--- src/hdl/uwsc_pkg.sv ---
// ----------------------------------------------------------------------------
// uwsc_pkg: shared types for the compacting unique word set
// Status codes, sequencer states and the control bundle broadcast to cells.
// ----------------------------------------------------------------------------
package uwsc_pkg;

  localparam int unsigned WORD_W   = 32;
  localparam int unsigned STATUS_W = 3;
  localparam int unsigned OCC_W    = 7;

  typedef enum logic [STATUS_W-1:0] {
    ST_INSERTED = 3'd0,
    ST_PRESENT  = 3'd1,
    ST_FULL     = 3'd2,
    ST_REMOVED  = 3'd3,
    ST_NOTFOUND = 3'd4,
    ST_ZERO     = 3'd5
  } status_t;

  typedef enum logic {
    CMD_INSERT = 1'b0,
    CMD_REMOVE = 1'b1
  } cmd_t;

  // sequencer states, one-hot
  typedef enum logic [2:0] {
    S_IDLE  = 3'b001,
    S_EXEC  = 3'b010,
    S_SHIFT = 3'b100
  } state_t;

  // control broadcast from the sequencer to every cell
  typedef struct packed {
    logic              cmp_en;     // latch match against cmp_value
    logic [WORD_W-1:0] cmp_value;
    logic              ins_en;     // first empty cell takes ins_value
    logic [WORD_W-1:0] ins_value;
    logic              rm_en;      // matching cell opens a hole
  } cell_ctrl_t;

endpackage

--- src/hdl/uwsc_cell.sv ---
// ----------------------------------------------------------------------------
// uwsc_cell: one entry of the compacting table
// Holds a word, compares it with the broadcast word, takes an insert when it
// is the first empty entry, and pulls its upper neighbor down during a remove.
// ----------------------------------------------------------------------------
module uwsc_cell
  import uwsc_pkg::*;
(
  input  logic              clk,
  input  logic              rst,
  input  cell_ctrl_t        ctrl,
  input  logic              down_occ,   // lower neighbor occupied
  input  logic              down_pull,  // lower neighbor is pulling this word
  input  logic [WORD_W-1:0] up_word,    // upper neighbor word
  output logic [WORD_W-1:0] word,
  output logic              occ,
  output logic              match,
  output logic              pull
);

  assign occ = (word != '0);

  always_ff @(posedge clk) begin
    if (ctrl.cmp_en) begin
      match <= occ && (word == ctrl.cmp_value);
    end
  end

  always_ff @(posedge clk) begin
    if (rst) begin
      word <= '0;
      pull <= 1'b0;
    end else begin
      priority if (pull) begin
        // hole moves up one place per cycle
        word <= up_word;
        pull <= 1'b0;
      end else if (down_pull) begin
        pull <= occ;
      end else if (ctrl.rm_en) begin
        pull <= match;
      end else if (ctrl.ins_en && !occ && down_occ) begin
        word <= ctrl.ins_value;
      end else begin
        // hold
        word <= word;
      end
    end
  end

endmodule

--- config.mk ---
export PLATFORM = sky130hd
export DESIGN_NAME = uwsc_cell
export DESIGN_NICKNAME = d
export VERILOG_FILES = /design/src/hdl/uwsc_pkg.sv /design/src/hdl/uwsc_cell.sv
export SDC_FILE = /design/constraint.sdc
export NUM_CORES = 1
export LEC_CHECK = 0
export ABC_AREA = 1
export BUFFER_PORTS_ARGS = -buffer_cell sky130_fd_sc_hd__clkbuf_2
export CAP_MARGIN = 20
export CORE_ASPECT_RATIO = 1.2
export CORE_MARGIN = 1.5
export CORE_UTILIZATION = 48
export CTS_CLUSTER_SIZE = 16
export DETAILED_ROUTE_END_ITERATION = 10
export GPL_ROUTABILITY_DRIVEN = 1
export GPL_TIMING_DRIVEN = 0
export PLACE_DENSITY_LB_ADDON = 0.15
export SLEW_MARGIN = 20
export SYNTH_ARGS = -nofsm -noshare
export SYNTH_HDL_FRONTEND = slang
export SYNTH_SLANG_ARGS = --single-unit
--- constraint.sdc ---
create_clock -name clk -period 3.27 [get_ports clk]
set_input_delay 0.327 -clock clk [delete_from_list [all_inputs] [get_ports clk]]
set_output_delay 0.327 -clock clk [all_outputs]
set_load 0.005 [all_outputs]
# Word-level counts from Yosys, hierarchy flattened
# Index checks and enable logic that the tools add are counted.
# W data, S select, Z words.
[classes]
n_mux = 6
n_eq_ne = 3
n_reduce_logical = 8
[op_table]
columns = ["op", "n"]
rows = [
  ["$mux W32", 4],
  ["$eq A32 B32 Y1", 1],
  ["$reduce_bool A32 Y1", 1],
  ["$ne A2 B1 Y1 const B", 2],
  ["$logic_and A1 B1 Y1", 3],
  ["$reduce_and A3 Y1", 1],
  ["$mux W1", 2],
  ["$reduce_bool A2 Y1", 1],
  ["$reduce_or A2 Y1", 1],
  ["$logic_not A1 Y1", 1],
]
[word_totals]
in_bits = 103
out_inout_bits = 35
regBits = 34

# Longest topological paths before layout
[depth]
word_depth = 8
depth_mapped = 10
ltp_nobuf = 9

# Worst setup path before layout
# Ideal clock, no wire load.
[synth_path]
path_type = "register to register"
startpoint = "register word[18]"
endpoint = "register word[14]"
n_path_buf = 1
setup_time_ns = 0.115
t_required_ns = 3.155
arrival_time_ns = 1.235
stages_incl_launch_ff = 10
path_slack_ns = 1.920
path_cell_list = "dfxtp_1 nor2_1 nand2_1 nor2_1 nand2_1 nor2_4 nand2_4 buf_2 a21oi_1 nor2_1"
[synth_via]
elab_chain_cells = 6
[synth_rtl]
columns = ["item", "line", "rtl"]
rows = [
  ["from (decl)", "uwsc_cell.sv:15", "output logic [WORD_W-1:0] word,"],
  ["from (signal assigned)", "uwsc_cell.sv:36", "word <= up_word;"],
  ["from (signal assigned)", "uwsc_cell.sv:43", "word <= ctrl.ins_value;"],
  ["from (signal assigned)", "uwsc_cell.sv:46", "word <= word;"],
  ["$reduce_bool A32 Y1", "uwsc_cell.sv:21", "assign occ = (word != '0);"],
  ["$logic_not A1 Y1", "uwsc_cell.sv:42", "end else if (ctrl.ins_en && !occ && down_occ) begin"],
  ["$logic_and A1 B1 Y1 (2 in a row)", "uwsc_cell.sv:42", ""],
  ["$reduce_bool A2 Y1 (no line)", "n/a", ""],
  ["$reduce_and A3 Y1 (no line)", "n/a", ""],
]
# No other way between the ends.
# A chain may end at the register's enable or synchronous reset.

# Worst setup path in the final report
[layout_path]
startpoint = "register word[27]"
endpoint = "output port occ"
[layout_via]
elab_chain_cells = 1
[layout_rtl]
columns = ["item", "line", "rtl"]
rows = [
  ["$reduce_bool A32 Y1", "uwsc_cell.sv:21", ""],
  ["to (decl)", "uwsc_cell.sv:16", "output logic occ,"],
]
# No other way between the ends.

==> results_dict.tcl <==
set metrics [dict create \
    postCtsSetupBuffers 0 \
    dp.cells 607 \
    grt_pass1_vias 2577 \
    cts_root_buffer "clkbuf_8" \
    vias 2934 \
    antennaDiodeCount 0 \
    synth_cell_types 22 \
    die_x_um 67.9 \
    drc 0 \
    min_path_cells 1 \
    crit_type "reg2out" \
    tightest_slew_ns 0.657 \
    wl_met3_um 395 \
    tritoncts "done" \
    setup-violations-final 0 \
    max_freq_mhz 555 \
    place_ws_ns 1.59 \
    rr_endpoint "word[2]" \
    hold_path_class "in2reg" \
    cts_buffer_depth 2 \
    crit_path_max_fanout 4 \
    grt_overflow 0 \
    layout_commonest_cell "nand2_1" \
    p_leak_uw 0.00189 \
    rows 28 \
    fin_ws_ns 1.47 \
    coreArea_um2 4900 \
    hpwlAfterDp_um 5720 \
    seq_area_frac_synth 0.285 \
    met1_length_um 2940 \
    die_area_um2 5490 \
    cap_violations 0 \
    die_y_um 80.9 \
    ant_nets 0 \
    min_period_over_period 0.551 \
    r2r_slack_ns 1.59 \
    dr_wl_met2_um 3650 \
    start_util 0.495 \
    drtIter0Drc 171 \
    num-fill-cells 474 \
    firstDrtPassIters 4 \
    htreeDepth 2 \
    final_cell_area_um2 3280 \
    cts-hold-fix-buffers 0 \
    synth_warnings 0 \
    p_total_uw 1190 \
    finalNetCount 657 \
    avgSynthCellArea_um2 5.92 \
    synth-seq-cells 34 \
    wl_per_cell_um 11.6 \
    rsz0062_at_grt "false" \
    syn-num-nets 513 \
    critPathCaptureType "primary output" \
    final.setup.tns_ns 0 \
    cp.required_ns 2.94 \
    drive_gt1_frac 0.294 \
    syn_to_final_growth_pct 35.1 \
    rr_startpoint "word[27]" \
    min_period_ns 1.80 \
    status "complete, no violations" \
    grt_antenna_before_repair 0 \
    place.gp.congestion 0.882 \
    cts_buffers 5 \
    io_pins 138 \
    finalClockSkew_ns 0.00552 \
    slew_viol_final 0 \
    netlist_area_um2 2430 \
    cts_resized 0 \
    grt_usage 0.265 \
    final-instance-count-excl-fill 615 \
    crit_path_start_kind "register" \
    clkTransAtPathRegs_ns 0.07 \
    final_cell_mix "nand2_1 (150), clkbuf_2 (137), nor2_1 (61), inv_1 (34)" \
    grt_first_pass_wirelength_um 11000 \
    grt_max_degree 11 \
    placed_area_um2 3190 \
    portBuffers 137 \
    vias_per_cell 4.77 \
    peakVddDrop_v 0.000216 \
    r2r_cells 9 \
    min_to "match" \
    clock_latency_ns 0.30 \
    slew_headroom 0.562 \
    hold_violations 0 \
    synthCells 410 \
    hp-start "ctrl[66]" \
    worst_ep_arrival_time_ns 1.47 \
    clock-sinks 34 \
    wirelength_um 7140 \
    topRoutingLayerUsed "met4" \
    power.density_nw_per_um2 362 \
]
stage by stage:
step | hold slack, ns | utilization
after floorplan | 0.425 | -
after global placement | 0.528 | 0.650
after detailed placement | 0.530 | 0.650
after CTS | 0.222 | 0.668
after global routing | 0.223 | 0.668
final | 0.225 | 0.668
cell usage after synthesis, drive strengths merged:
cell	count	share of area
a211oi	1	0.0031
a21oi	33	0.068
buf	10	0.027
clkbuf	13	0.020
dfxtp	33	0.27
edfxtp	1	0.012
inv	35	0.054
nand2	151	0.24
nand3	35	0.089
nand4	5	0.013
nor2	62	0.099
nor3	1	0.0021
o21ai	2	0.0041
o22ai	2	0.0052
xnor2	24	0.087
xor2	2	0.0072
critical path: stages, from the launching register on:
cell      delay [ns]
dfxtp_1         0.34
nor2_1          0.13
nand2_1         0.06
nor2_1          0.15
nand2_1         0.11
nor2_4          0.17
inv_1           0.08
clkbuf_2        0.12
power breakdown:
part | switching (µW) | leakage (µW) | total, µW | internal, µW
logic | 187 | 0.00156 | 358 | 171
clock network | 170 | 0.0000482 | 340 | 170
registers | 39.2 | 0.000282 | 489 | 450
kinds of logic after synthesis:
group           synth area share
simple gates               0.439
buf+inv                    0.102
compound gates            0.0805
flops                      0.285
xor+xnor                  0.0939
flip-flops by register name, indices dropped and copies added, names as in the netlist:
name / cells
match: 1
pull: 1
word: 32
area by class of cell:
class / instances / area (µm²) / share of cell area
clock inverter: 1 / 5.00 / 0.00153
inverter: 35 / 131 / 0.0401
buffer: 23 / 115 / 0.0351
timing repair buffer: 137 / 686 / 0.209
tap: 60 / 75.1 / 0.0229
multi-input combinational: 318 / 1490 / 0.454
sequential: 34 / 691 / 0.211
clock buffer: 7 / 86.3 / 0.0263
per-layer routing:
layer / track usage / vias up
met5: 0 / -
met4: 0.0940 / 0
met3: 0.0596 / 16
met2: 0.469 / 94
met1: 0.310 / 1271
li1: - / 1553
worst max path at each step:
stage,start,to
final,word[27],occ
after global routing,word[27],occ
after CTS,word[27],occ
after detailed placement,word[27],word[0]
after global placement,word[27],word[0]
after floorplan,word[18],word[14]
Power figures use the tool's default switching activity.
